`config.mk`:
```
export PLATFORM = sky130hd
export DESIGN_NAME = button_edge_autorepeat_latch_core
export DESIGN_NICKNAME = d
export VERILOG_FILES = /design/src/beal_pkg.sv /design/src/beal_regs.sv /design/src/beal_in_stage.sv /design/src/beal_port_bank.sv /design/src/beal_out_stage.sv /design/src/button_edge_autorepeat_latch_core.sv
export SDC_FILE = /design/constraint.sdc
export NUM_CORES = 1
export LEC_CHECK = 0
export ABC_AREA = 1
export BUFFER_PORTS_ARGS = -buffer_cell sky130_fd_sc_hd__buf_2
export CAP_MARGIN = 20
export CORE_MARGIN = 3
export CORE_UTILIZATION = 35
export DETAILED_ROUTE_END_ITERATION = 6
export PLACE_DENSITY_LB_ADDON = 0.1
export SETUP_SLACK_MARGIN = 0.3
export SYNTH_ARGS = -nofsm -noshare
export SYNTH_HDL_FRONTEND = slang
export SYNTH_SLANG_ARGS = --single-unit
```
`constraint.sdc`:
```
create_clock -name aclk -period 11.6 [get_ports aclk]
set_input_delay 0 -clock aclk [delete_from_list [all_inputs] [get_ports aclk]]
set_output_delay 0 -clock aclk [all_outputs]
set_load 0.05 [all_outputs]
```
`src/beal_pkg.sv`:
```
// ----------------------------------------------------------------------------
// beal_pkg
// Shared types and constants for the button edge / auto-repeat conditioner.
// ----------------------------------------------------------------------------
package beal_pkg;

    localparam int BTN_W      = 16;
    localparam int STICK_W    = 8;
    localparam int PORT_W     = 2;
    localparam int CNT_W      = 18;
    localparam int CFG_W      = 16;
    localparam int APB_DATA_W = 32;
    localparam int APB_ADDR_W = 3;

    localparam logic [CFG_W-1:0] FIRST_DELAY_RST = 16'd30;
    localparam logic [CFG_W-1:0] INTERVAL_RST    = 16'd5;

    localparam logic CMD_SAMPLE  = 1'b0;
    localparam logic CMD_PUBLISH = 1'b1;

    localparam logic REG_FIRST_DELAY = 1'b0;
    localparam logic REG_INTERVAL    = 1'b1;

    typedef struct packed {
        logic                      cmd;
        logic [PORT_W-1:0]         port;
        logic [BTN_W-1:0]          buttons;
        logic signed [STICK_W-1:0] stick_x;
        logic signed [STICK_W-1:0] stick_y;
        logic                      fault;
    } item_t;

    typedef struct packed {
        logic [BTN_W-1:0]          held;
        logic [BTN_W-1:0]          pressed;
        logic [BTN_W-1:0]          repeats;
        logic [BTN_W-1:0]          released;
        logic signed [STICK_W-1:0] stick_x;
        logic signed [STICK_W-1:0] stick_y;
    } snap_t;

    typedef struct packed {
        snap_t snap;
        logic  faulted;
    } result_t;

    typedef struct packed {
        logic [CFG_W-1:0] first_delay;
        logic [CFG_W-1:0] interval;
    } cfg_t;

endpackage

```
`src/beal_regs.sv`:
```
// ----------------------------------------------------------------------------
// beal_regs
// APB register file holding the repeat delay and repeat interval.
// ----------------------------------------------------------------------------
module beal_regs (
    input  logic                              aclk,
    input  logic                              aresetn,
    input  logic                              psel,
    input  logic                              penable,
    input  logic                              pwrite,
    input  logic [beal_pkg::APB_ADDR_W-1:0]   paddr,
    input  logic [beal_pkg::APB_DATA_W-1:0]   pwdata,
    output logic [beal_pkg::APB_DATA_W-1:0]   prdata,
    output logic                              pready,
    output beal_pkg::cfg_t                    cfg
);
    import beal_pkg::*;

    logic [CFG_W-1:0] first_delay_reg;
    logic [CFG_W-1:0] interval_reg;
    logic             wr_en;

    assign pready = 1'b1;
    assign wr_en  = psel && penable && pwrite;

    always_ff @(posedge aclk) begin
        if (!aresetn) begin
            first_delay_reg <= FIRST_DELAY_RST;
            interval_reg    <= INTERVAL_RST;
        end else if (wr_en) begin
            unique case (paddr[2])
                REG_FIRST_DELAY: first_delay_reg <= pwdata[CFG_W-1:0];
                REG_INTERVAL:    interval_reg    <= pwdata[CFG_W-1:0];
                default: ;
            endcase
        end
    end

    always_comb begin
        unique case (paddr[2])
            REG_FIRST_DELAY: prdata = {{(APB_DATA_W-CFG_W){1'b0}}, first_delay_reg};
            REG_INTERVAL:    prdata = {{(APB_DATA_W-CFG_W){1'b0}}, interval_reg};
            default:         prdata = '0;
        endcase
    end

    assign cfg.first_delay = first_delay_reg;
    assign cfg.interval    = interval_reg;

endmodule

```
`src/beal_in_stage.sv`:
```
// ----------------------------------------------------------------------------
// beal_in_stage
// Input register: captures one item and holds it until the bank consumes it.
// ----------------------------------------------------------------------------
module beal_in_stage (
    input  logic            aclk,
    input  logic            aresetn,
    input  logic            s_valid,
    output logic            s_ready,
    input  beal_pkg::item_t s_item,
    input  logic            consume,
    output logic            item_valid,
    output beal_pkg::item_t item
);
    import beal_pkg::*;

    logic  valid_reg;
    logic  valid_next;
    item_t item_reg;

    assign s_ready    = !valid_reg || consume;
    assign valid_next = s_valid && s_ready ? 1'b1 : (consume ? 1'b0 : valid_reg);

    always_ff @(posedge aclk) begin
        if (!aresetn) begin
            valid_reg <= 1'b0;
        end else begin
            valid_reg <= valid_next;
        end
    end

    always_ff @(posedge aclk) begin
        if (s_valid && s_ready) begin
            item_reg <= s_item;
        end
    end

    assign item_valid = valid_reg;
    assign item       = item_reg;

endmodule

```
`src/beal_port_bank.sv`:
```
// ----------------------------------------------------------------------------
// beal_port_bank
// Per-port state: edge detection, repeat countdown, accumulators, snapshots.
// ----------------------------------------------------------------------------
module beal_port_bank #(
    parameter int PORT_COUNT = 4
) (
    input  logic              aclk,
    input  logic              aresetn,
    input  logic              fire,
    input  beal_pkg::item_t   item,
    input  beal_pkg::cfg_t    cfg,
    output beal_pkg::result_t result
);
    import beal_pkg::*;

    localparam int IDX_W = (PORT_COUNT > 1) ? $clog2(PORT_COUNT) : 1;

    logic [BTN_W-1:0]          last_buttons_reg [PORT_COUNT];
    logic signed [STICK_W-1:0] last_sx_reg      [PORT_COUNT];
    logic signed [STICK_W-1:0] last_sy_reg      [PORT_COUNT];
    logic [BTN_W-1:0]          press_acc_reg    [PORT_COUNT];
    logic [BTN_W-1:0]          release_acc_reg  [PORT_COUNT];
    logic [BTN_W-1:0]          repeat_acc_reg   [PORT_COUNT];
    logic signed [CNT_W-1:0]   countdown_reg    [PORT_COUNT];
    logic                      fault_reg        [PORT_COUNT];
    snap_t                     snap_reg         [PORT_COUNT];

    logic [31:0]             port_ext;
    logic                    in_range;
    logic [IDX_W-1:0]        idx;
    logic [BTN_W-1:0]        prev;
    logic [BTN_W-1:0]        diff;
    logic [BTN_W-1:0]        presses;
    logic [BTN_W-1:0]        releases;
    logic [BTN_W-1:0]        rep;
    logic signed [CNT_W-1:0] cnt_dec;
    logic signed [CNT_W-1:0] countdown_next;
    snap_t                   fresh_snap;

    assign port_ext = 32'(item.port);
    assign in_range = port_ext < PORT_COUNT;
    assign idx      = in_range ? port_ext[IDX_W-1:0] : '0;

    assign prev     = last_buttons_reg[idx];
    assign diff     = item.buttons ^ prev;
    assign presses  = diff & item.buttons;
    assign releases = diff & prev;
    assign cnt_dec  = countdown_reg[idx] - CNT_W'(1);

    always_comb begin
        if (diff != '0) begin
            rep            = presses;
            countdown_next = CNT_W'(cfg.first_delay);
        end else if (cnt_dec > 0) begin
            rep            = '0;
            countdown_next = cnt_dec;
        end else begin
            rep            = item.buttons;
            countdown_next = CNT_W'(cfg.interval);
        end
    end

    assign fresh_snap.held     = last_buttons_reg[idx];
    assign fresh_snap.pressed  = press_acc_reg[idx];
    assign fresh_snap.repeats  = repeat_acc_reg[idx];
    assign fresh_snap.released = release_acc_reg[idx];
    assign fresh_snap.stick_x  = last_sx_reg[idx];
    assign fresh_snap.stick_y  = last_sy_reg[idx];

    always_comb begin
        if (!in_range) begin
            result.snap    = '0;
            result.faulted = 1'b1;
        end else if (fault_reg[idx]) begin
            result.snap    = snap_reg[idx];
            result.faulted = 1'b1;
        end else begin
            result.snap    = fresh_snap;
            result.faulted = 1'b0;
        end
    end

    always_ff @(posedge aclk) begin
        if (!aresetn) begin
            for (int i = 0; i < PORT_COUNT; i++) begin
                last_buttons_reg[i] <= '0;
                last_sx_reg[i]      <= '0;
                last_sy_reg[i]      <= '0;
                press_acc_reg[i]    <= '0;
                release_acc_reg[i]  <= '0;
                repeat_acc_reg[i]   <= '0;
                countdown_reg[i]    <= CNT_W'(FIRST_DELAY_RST);
                fault_reg[i]        <= 1'b0;
                snap_reg[i]         <= '0;
            end
        end else if (fire && in_range) begin
            unique case (item.cmd)
                CMD_SAMPLE: begin
                    fault_reg[idx] <= item.fault;
                    if (!item.fault) begin
                        last_buttons_reg[idx] <= item.buttons;
                        last_sx_reg[idx]      <= item.stick_x;
                        last_sy_reg[idx]      <= item.stick_y;
                        press_acc_reg[idx]    <= press_acc_reg[idx] | presses;
                        release_acc_reg[idx]  <= release_acc_reg[idx] | releases;
                        repeat_acc_reg[idx]   <= repeat_acc_reg[idx] | rep;
                        countdown_reg[idx]    <= countdown_next;
                    end
                end
                CMD_PUBLISH: begin
                    if (!fault_reg[idx]) begin
                        snap_reg[idx]        <= fresh_snap;
                        press_acc_reg[idx]   <= '0;
                        release_acc_reg[idx] <= '0;
                        repeat_acc_reg[idx]  <= '0;
                    end
                end
                default: ;
            endcase
        end
    end

endmodule

```
`src/beal_out_stage.sv`:
```
// ----------------------------------------------------------------------------
// beal_out_stage
// Result register: holds one published snapshot until the sink takes it.
// ----------------------------------------------------------------------------
module beal_out_stage (
    input  logic              aclk,
    input  logic              aresetn,
    input  logic              load,
    input  beal_pkg::result_t load_data,
    output logic              can_load,
    output logic              m_valid,
    input  logic              m_ready,
    output beal_pkg::result_t m_data
);
    import beal_pkg::*;

    logic    valid_reg;
    result_t data_reg;

    assign can_load = !valid_reg || m_ready;

    always_ff @(posedge aclk) begin
        if (!aresetn) begin
            valid_reg <= 1'b0;
        end else if (load) begin
            valid_reg <= 1'b1;
        end else if (m_ready) begin
            valid_reg <= 1'b0;
        end
    end

    always_ff @(posedge aclk) begin
        if (load) begin
            data_reg <= load_data;
        end
    end

    assign m_valid = valid_reg;
    assign m_data  = data_reg;

endmodule

```
`src/button_edge_autorepeat_latch_core.sv`:
```
// ----------------------------------------------------------------------------
// button_edge_autorepeat_latch_core
// A publish item goes through the input register, then the result register.
// Throughput: one item per cycle unless a publish waits on a full result
// register; the per-port update sits in one stage.
// A sample causes no result; a stalled result register holds only publishes.
// Reset: synchronous, active low; clears all port state, snapshots and
// restores the repeat delay (30) and interval (5).
// ----------------------------------------------------------------------------
module button_edge_autorepeat_latch_core #(
    parameter int PORT_COUNT = 4
) (
    input  logic                              aclk,
    input  logic                              aresetn,
    input  logic                              psel,
    input  logic                              penable,
    input  logic                              pwrite,
    input  logic [beal_pkg::APB_ADDR_W-1:0]   paddr,
    input  logic [beal_pkg::APB_DATA_W-1:0]   pwdata,
    output logic [beal_pkg::APB_DATA_W-1:0]   prdata,
    output logic                              pready,
    input  logic                              s_valid,
    output logic                              s_ready,
    input  logic                              s_cmd,
    input  logic [beal_pkg::PORT_W-1:0]       s_port,
    input  logic [beal_pkg::BTN_W-1:0]        s_buttons_now,
    input  logic signed [beal_pkg::STICK_W-1:0] s_stick_horizontal,
    input  logic signed [beal_pkg::STICK_W-1:0] s_stick_vertical,
    input  logic                              s_read_fault,
    output logic                              m_valid,
    input  logic                              m_ready,
    output logic [beal_pkg::BTN_W-1:0]        m_held_buttons,
    output logic [beal_pkg::BTN_W-1:0]        m_pressed_since,
    output logic [beal_pkg::BTN_W-1:0]        m_repeat_since,
    output logic [beal_pkg::BTN_W-1:0]        m_released_since,
    output logic signed [beal_pkg::STICK_W-1:0] m_stick_out_x,
    output logic signed [beal_pkg::STICK_W-1:0] m_stick_out_y,
    output logic                              m_port_faulted
);
    import beal_pkg::*;

    cfg_t    cfg;
    item_t   s_item;
    item_t   item;
    logic    item_valid;
    logic    fire;
    logic    can_load;
    result_t result;
    result_t m_data;

    assign s_item.cmd     = s_cmd;
    assign s_item.port    = s_port;
    assign s_item.buttons = s_buttons_now;
    assign s_item.stick_x = s_stick_horizontal;
    assign s_item.stick_y = s_stick_vertical;
    assign s_item.fault   = s_read_fault;

    assign fire = item_valid && (item.cmd == CMD_SAMPLE || can_load);

    beal_regs u_regs (
        .aclk    (aclk),
        .aresetn (aresetn),
        .psel    (psel),
        .penable (penable),
        .pwrite  (pwrite),
        .paddr   (paddr),
        .pwdata  (pwdata),
        .prdata  (prdata),
        .pready  (pready),
        .cfg     (cfg)
    );

    beal_in_stage u_in (
        .aclk       (aclk),
        .aresetn    (aresetn),
        .s_valid    (s_valid),
        .s_ready    (s_ready),
        .s_item     (s_item),
        .consume    (fire),
        .item_valid (item_valid),
        .item       (item)
    );

    beal_port_bank #(
        .PORT_COUNT (PORT_COUNT)
    ) u_bank (
        .aclk    (aclk),
        .aresetn (aresetn),
        .fire    (fire),
        .item    (item),
        .cfg     (cfg),
        .result  (result)
    );

    beal_out_stage u_out (
        .aclk      (aclk),
        .aresetn   (aresetn),
        .load      (fire && item.cmd == CMD_PUBLISH),
        .load_data (result),
        .can_load  (can_load),
        .m_valid   (m_valid),
        .m_ready   (m_ready),
        .m_data    (m_data)
    );

    assign m_held_buttons   = m_data.snap.held;
    assign m_pressed_since  = m_data.snap.pressed;
    assign m_repeat_since   = m_data.snap.repeats;
    assign m_released_since = m_data.snap.released;
    assign m_stick_out_x    = m_data.snap.stick_x;
    assign m_stick_out_y    = m_data.snap.stick_y;
    assign m_port_faulted   = m_data.faulted;

endmodule

```
; ---- Yosys cells after proc, flatten, opt, wreduce, memory -nomap -nowiden
; Memory sizes are Yosys's and may differ from the RTL's.
; Index checks and enable logic that the tools add are counted.
[op_classes]
muxes = 56
n_lt_le_gt_ge = 2
bitwise = 11
reduce_logical = 25
add_sub_neg = 1
[ops]
columns = cell, count
row1 = 2-to-1 mux 16 bit, 9
row2 = 2-to-1 mux 81 bit, 1
row3 = 2-to-1 mux 80 bit, 1
row4 = OR reduction 80 bit, 1
row5 = one-hot mux 32 bit (2 select lines), 1
row6 = OR reduction 16 bit, 4
row7 = 2-to-1 mux 18 bit, 3
row8 = bitwise OR 16 bit, 3
row9 = bitwise AND 16 bit, 2
row10 = 2-to-1 mux 1 bit, 29
row11 = 2-to-1 mux 2 bit, 10
row12 = > comparator 18 x 1 -> 1 bit (second input constant), 1
row13 = OR reduction 18 bit, 1
row14 = subtractor 18 x 2 -> 18 bit (second input constant), 1
row15 = 2-to-1 mux 8 bit, 2
row16 = nonzero test 16 bit, 1
row17 = OR reduction 8 bit, 2
row18 = bitwise XOR 16 bit, 1
row19 = logical AND 1 bit, 6
row20 = AND reduction 2 bit, 2
row21 = nonzero test 2 bit, 2
row22 = logical OR 1 bit, 3
row23 = less-than comparator 2 x 3 -> 1 bit (second input constant), 1
row24 = bitwise OR 1 bit, 3
row25 = 3 further kinds, 5
[totals]
mem_bits_rw = 716
n_memories = 9
out_inout_bits = 116
regBits = 151
[memory_table]
columns = name, words, word_bits, rd, rd_clocked_by_memory_dff, wr, line_no
row1 = u_bank.snap_reg, 4, 80, 1, 0, 4, beal_port_bank.sv:27  ; snap_t snap_reg [PORT_COUNT];
row2 = u_bank.countdown_reg, 4, 18, 1, 0, 4, beal_port_bank.sv:25  ; logic signed [CNT_W-1:0] countdown_reg [PORT_COUNT];
row3 = u_bank.last_buttons_reg, 4, 16, 1, 0, 4, beal_port_bank.sv:19  ; logic [BTN_W-1:0] last_buttons_reg [PORT_COUNT];
row4 = u_bank.press_acc_reg, 4, 16, 1, 0, 4, beal_port_bank.sv:22  ; logic [BTN_W-1:0] press_acc_reg [PORT_COUNT];
row5 = u_bank.release_acc_reg, 4, 16, 1, 0, 4, beal_port_bank.sv:23  ; logic [BTN_W-1:0] release_acc_reg [PORT_COUNT];
row6 = u_bank.repeat_acc_reg, 4, 16, 1, 0, 4, beal_port_bank.sv:24  ; logic [BTN_W-1:0] repeat_acc_reg [PORT_COUNT];
row7 = 3 more memories, -, -, -, -, -, -

; ---- Logic depth before layout (Yosys ltp)
; Gate-level depths: netlist of run 1.
[depth]
depth_word = 11
mapped_depth = 23
depth_no_buf = 21

; ---- By module
; A second synthesis of run 1 with hierarchy kept.
[unflattened]
hier_cells = 3669
hier_area_um2 = 38210.4
[modules_own_cells]
columns = mod, cells_each, area_each_um2, n_inst
row1 = beal_port_bank, 3275, 32905.3, 1
row2 = beal_out_stage, 87, 2478.6, 1
row3 = beal_regs, 259, 1669.1, 1
row4 = beal_in_stage, 43, 1132.3, 1
row5 = button_edge_autorepeat_latch_core, 5, 25.0, 1

; ---- Least setup slack after synthesis of run 1
; Ideal clock, no wire load.
[synth_path]
kind = reg2reg
from = register u_in.item_reg, in the netlist u_in.item[33]
to = memory u_bank.snap_reg[3][0] in the netlist's numbering (enable)
synth_period_minus_slack_ns = 10.352
path_stages_with_launch = 9
slack_ns = 1.248
setup_time_ns = 0.736
arrival_ns = 9.616
cell_sequence = edfxtp_1 -> inv_2 -> buf_6 -> buf_2 -> buf_2 -> clkbuf_1 -> clkbuf_1 -> clkbuf_1 -> o41ai_1
[synth_rtl]
columns = item, line_no
row1 = from (decl), beal_in_stage.sv:19  ; item_t item_reg;
row2 = from (signal assigned), beal_in_stage.sv:34  ; item_reg <= s_item;
row3 = to (decl), beal_port_bank.sv:27

==> results of run 1 <==
[cells by family (layout without fill, tap and decap cells)]
kind of cell | after synthesis | after routing
simple gates | 1562 | 1562
compound gates | 629 | 629
flops | 867 | 867
other cells | 2 | 21
fa+ha+maj | 34 | 34
xor+xnor | 7 | 7
buf+inv | 516 | 741
[through the flow]
step | power (W) | hold WS [ps] | worst slack [ps] | util, % | std cells
after floorplan | 0.00405 | 98.9 | 1250 | - | 3636
after global placement | 0.00428 | 177 | 5780 | 37.3 | 4997
after detailed placement | 0.00429 | 178 | 5730 | 37.3 | 4997
after CTS | 0.00731 | 1.10 | 5710 | 40.9 | 5264
after global routing | 0.00750 | 28.0 | 5400 | 40.9 | 5264
final | 0.00722 | 43.5 | 5810 | 40.9 | 5264
[synthesized netlist by cell type]
master and n:
buf_4 21, nand4_1 8, xor2_1 4, edfxtp_1 830, nor2_2 8, nand2_1 593, xnor2_1 3, a31oi_1 39
nor2_1 813, o21ai_2 1, o21a_1 1, dfxtp_1 37, a32oi_1 18, o41ai_1 1, ha_1 34, o22ai_1 82
nand3_1 121, buf_6 5, or3_1 2, inv_1 252, inv_2 11, clkinv_1 3, conb_1 2, nand3_2 1
nand2_4 1, o211ai_1 1, clkbuf_1 169, nor3_1 5, a21oi_1 144, o21ai_0 292, nand3b_1 2, nand2_2 8
buf_1 26, buf_2 29, o21ai_1 2, a32o_1 48
[per-layer routing]
layer  GRT usage, %  routed length (microns)  up-vias
li1               -                        -    12700
met1           28.6                    53300    13300
met2           33.3                    53700      692
met3           2.94                     6350      137
met4           5.38                     2540        0
met5              0                        0        -
[power groups by stage]
stage | registers (W) | logic, W | clock network, W
finish | 0.00360 | 0.000629 | 0.00299
CTS | 0.00360 | 0.000639 | 0.00307
global placement | 0.00367 | 0.000618 | 0
floorplan | 0.00370 | 0.000348 | 0
detailed placement | 0.00367 | 0.000618 | 0
global route | 0.00361 | 0.000690 | 0.00319
[cell type report]
cell class / count / share of cell area, %
sequential: 867 / 58.5
tap: 1403 / 4.00
inverter: 266 / 2.31
timing repair buffer: 294 / 4.65
multi-input combinational: 2253 / 23.7
clock buffer: 134 / 6.20
clock inverter: 47 / 0.732
[timing repair]
item / in CTS / in global routing
resized for setup: 0 / 0
hold endpoints to repair: 73 / 0
hold buffers: 86 / 0
[final timing paths]
path / slack (ps) / startpoint / to
worst max-delay path: 5810 / u_in.item[33]$_DFFE_PP_ / u_bank.countdown_reg[1][15]$_SDFFCE_PN0P_
worst min-delay path: 40 / s_buttons_now[7] / u_in.item[24]$_DFFE_PP_
worst max register to register: 5810 / u_in.item[33]$_DFFE_PP_ / u_bank.countdown_reg[1][15]$_SDFFCE_PN0P_
worst min register to register: 470 / u_bank.fault_reg[0]$_DFF_P_ / u_bank.fault_reg[0]$_DFF_P_
[critical path: cells and delay by family (launching register included)]
kind | cells | cell delay, ps
buffers and inverters | 6 | 3070
and+or+nand+nor | 8 | 1120
AOI/OAI and AO/OA | 1 | 300
adders and majority gates | 1 | 160
DFF | 1 | 630
==> out/results.ini, run 1 <==
[cells_and_area]
drive_gt1_share_pct=10.3
layout.nets=3894
mostFrequentLayoutCells=edfxtp_1 (830), nor2_1 (811), nand2_1 (582)
diodes=0
syn_to_final_growth_pct=15.6
largest_reg_flops=320
fillers=10500
multiInputGateArea_sq_um=10400
regArea_sq_um=25700
mostFrequentLayoutCell=edfxtp_1
fin_area_sq_um=43900

[synth]
synthMuxAreaShare_pct=0
yosysWarnings=0
syn-cell-area_sq_um=38000
ys_seq_elements=867
synthXorXnorAreaFrac_pct=0.161
synth_top_cell_by_area=edfxtp_1
synthAdderAreaFrac_pct=1.12
ys_types=36
yosys.area.top_type_share_pct=65.6
synthTopCellsByArea=edfxtp_1 (66%), nor2_1 (8.0%), nand2_1 (5.9%)
seq_area_frac_synth_pct=67.6
synth-simple-area-share_pct=16.1
synth.avg_cell_area_sq_um=10.5
synth_compound_area_share_pct=9.53
synthCells=3617
synth_top_family_by_area=simple AND/OR/NAND/NOR gates

[setup_path]
max_stage_delay_ps=840
crit_arrival_ps=6160
end_kind=flop
crit_chain=buf_4 > buf_4 > buf_4 > nand2_1 > a32oi_1 > ha_1 > nand4_1 > or3_1 > nor2_2 > buf_4 > clkinv_1 > buf_4 > nand2_1 > nand2_1 > nand2_1 > nor2_1
path_common_cell=buf_4
reg2reg_depth=16
slowest_stage=buf_4
critPathKind=reg -> reg
required_ps=11980
cp_max_fo=80
cp-start-kind=flop

[cts]
clk_latency_ps=670
cts_made_buffers=100
post-cts-setup-buffer-count=0
clk_path_buf_depth=3
cts_tree=built
cts_root_buf=clkbuf_16
cts_sinks=867
cts.clk_slew.worst_paths_ps=60
htree_levels=3

[detailed_routing]
drc=0
ant_nets=0
vias=26800
drt_pass1_iterations=5
wl_per_cell_microns=22.0
drtIter0Drc=2253
routed_wirelength_microns=116000
viasPerCell=5.09

[pwr]
swShare_pct=25.0
vdd_drop_max_mv=0.0986
switchingPower_w=0.00181
power_density_nw_per_um2=165
combPwrFrac_pct=8.7
p_leak_nw=16.4
p_seq_share_pct=49.9
pwr-share-clk_pct=41.4
p_int_w=0.00542

[sta]
period_share_pct=49.9
setup_viol=0
skew_ps=24.3
hold_viol=0
fmaxAchievable_mhz=173
period_needed_ps=5790
finalMaxSlewViolations=0
tns_ps=0
worst_pin_slew_ps=1070
relSlewSlack_pct=28.5
rsz0062_at_grt=false

[floorplanning]
std_cell_rows=120
die_w_microns=335
start_util_pct=35.4
io_pins=194
die_h_microns=335
fp.dieArea_sq_um=112000
core_sq_um=107000

[grt]
grt_antenna_before_repair=3
grt_max_degree=163
track_usage_pct=20.4
grt_pass1_vias=26300
grt_overflow_total=0
grt_pass1_wl_microns=172000

[worst_hold_path]
hold_path_depth=2
holdCritPathClass=in -> reg

[run_status]
status=complete, no violations

[placed_design]
dpl_cell_area_sq_um=40000
port_buffers=158
gp_congestion=0.777
dpl.hpwl_microns=64900

[job]
drv_cap=0

Note: power is estimated with default switching activity, not from simulation.
==> inputs of run 2 (changes only) <==
clock period = 5.9 ns   (was 11.6 ns; I/O delays follow)
==> run 2 against run 1 <==
  * Non-clock buffer count fell by 7
  * Hold slack lost 22 ps
  * Highest routed layer unchanged
  * Critical endpoint is now u_bank.countdown_reg[2][9]$_SDFFCE_PN0P_
  * Clock power rose by 100%
  * Clock-buffer cell count grew 5
  * Flip-flop and latch count did not move
  * Sequential power up 97%
  * Design area up 0.15%
  * Combinational power is 96% higher
  * First-iteration DRC count decreased by 5.4%
==> out/results.ini, run 2 (synthesis gave the netlist of run 1 again) <==
[cts]
clk_latency_ps=670
clk_path_buf_depth=3
htree_levels=3
cts_resized=0
cts_made_buffers=100
cts_sinks=867
cts_tree=built
cts_root_buf=clkbuf_16
cts.clk_slew.worst_paths_ps=60

[setup_path]
crit_arrival_ps=5170
end_kind=flop
max_stage_delay_ps=840
cp_max_fo=121
path_common_cell=nand2_1
crit_chain=buf_12 > buf_4 > nand2_1 > nand3_1 > inv_1 > a31oi_1 > ha_1 > nand2_1 > or3_1 > nor2_2 > buf_4 > nand3_1 > nand2_1 > nand2_1 > nor2_1
slowest_stage=buf_4
required_ps=6420
critPathKind=reg -> reg
cp-start-kind=flop

[sta]
worst_pin_slew_ps=1030
period_share_pct=78.9
rsz0062_at_grt=false
fmaxAchievable_mhz=215
setup_viol=0
period_needed_ps=4660
hold_viol=0
finalMaxSlewViolations=0
relSlewSlack_pct=31.2
skew_ps=19.8
tns_ps=0

[cells_and_area]
largest_reg_flops=320
final-instance-count-excl-fill=5257
mostFrequentLayoutCell=edfxtp_1
finish.utilization_pct=41.0
drive_gt1_share_pct=10.3
mostFrequentLayoutCells=edfxtp_1 (830), nor2_1 (811), nand2_1 (582)
layout.nets=3887
diodes=0
syn_to_final_growth_pct=15.8

[grt]
grt_max_degree=129
grt_pass1_wl_microns=172000
grt_pass1_vias=26600
track_usage_pct=20.3
grt_overflow_total=0
grt_antenna_before_repair=2

[floorplanning]
die_h_microns=335
die_w_microns=335
core_sq_um=107000
fp.dieArea_sq_um=112000
std_cell_rows=120
start_util_pct=35.4
io_pins=194

[detailed_routing]
viasPerCell=5.11
ant_nets=0
drc=0
drt_pass1_iterations=5
vias=26900
routed_wirelength_microns=115000
wl_per_cell_microns=21.9
drtIter0Drc=2132

[placed_design]
gp_congestion=0.769
port_buffers=158
dpl.hpwl_microns=64900
placed_cells=5001

[job]
drv_cap=0

[pwr]
switchingPower_w=0.00352
power_density_nw_per_um2=325
p_seq_share_pct=49.6
p_leak_nw=16.4
p_int_w=0.0108
pwr-share-clk_pct=41.8
combPwrFrac_pct=8.6
vdd_drop_max_mv=0.242
swShare_pct=24.6

[run_status]
status=complete, no violations

[worst_hold_path]
holdCritPathClass=in -> reg

run 2: cell types whose count changed in the layout (fill, tap and decap cells not counted), moves of 2 or more:
| cell | change |
|---|---|
| clkinv_2 | -3 |
| clkbuf_4 | -2 |
| buf_12 | +4 |
| clkinv_8 | +2 |
| dlygate4sd3_1 | -11 |
| clkbuf_8 | +5 |
| inv_6 | -2 |
| clkinvlp_4 | -2 |
run 2: stage by stage:
| stage | total power, W | worst slack [ps] | hold slack [ps] | area [sq um] |
|---|---|---|---|---|
| floorplan | 0.00796 | 1240 | 98.9 | 38100 |
| global placement | 0.00842 | 1310 | 177 | 40100 |
| detailed placement | 0.00843 | 1310 | 179 | 40100 |
| CTS | 0.0144 | 1290 | 1.38 | 44000 |
| global route | 0.0148 | 894 | 34.3 | 44000 |
| finish | 0.0143 | 1240 | 21.6 | 44000 |
run 2: final timing paths:
kind | start | end | slack, ps | depth (start not counted)
hold / removal | pwrite | u_regs.first_delay_reg[9]$_SDFFE_PN0P_ | 20 | 5
hold reg to reg | u_bank.fault_reg[0]$_DFF_P_ | u_bank.fault_reg[0]$_DFF_P_ | 470 | 2
setup / recovery | u_in.item[33]$_DFFE_PP_ | u_bank.countdown_reg[2][9]$_SDFFCE_PN0P_ | 1240 | 15
setup reg to reg | u_in.item[33]$_DFFE_PP_ | u_bank.countdown_reg[2][9]$_SDFFCE_PN0P_ | 1240 | 15
run 2: critical path, delay by kind of cell (launching register included):
family                     cells  cell delay [ps]
AOI/OAI and AO/OA              1              190
adders and majority gates      1              150
buffers and inverters          4             1850
DFF                            1              490
and+or+nand+nor                9             1630
run 2: timing repair:
action | CTS | global route
hold buffers | 75 | 0
endpoints found under the hold margin | 74 | 0
setup buffers | 0 | 0
run 2: layout make-up:
class / instances / area (sq um)
multi-input combinational: 2253 / 10400
inverter: 266 / 1020
clock inverter: 42 / 317
timing repair buffer: 287 / 2010
fill: 10500 / 63400
clock buffer: 139 / 2800
sequential: 867 / 25700
tap: 1403 / 1760
run 2: power groups by stage:
stage	combinational [W]	clock [W]	sequential (W)
2_1_floorplan	0.000687	0	0.00727
3_3_place_gp	0.00122	0	0.00721
3_5_place_dp	0.00122	0	0.00721
4_1_cts	0.00125	0.00611	0.00708
5_1_grt	0.00136	0.00635	0.00710
6_report	0.00123	0.00597	0.00708
run 2: metal layers:
layer / track usage, % / share of wire (%)
met5: 0 / 0
met2: 33.4 / 47
met1: 28.2 / 45
met3: 3.19 / 5.6
met4: 4.76 / 1.8
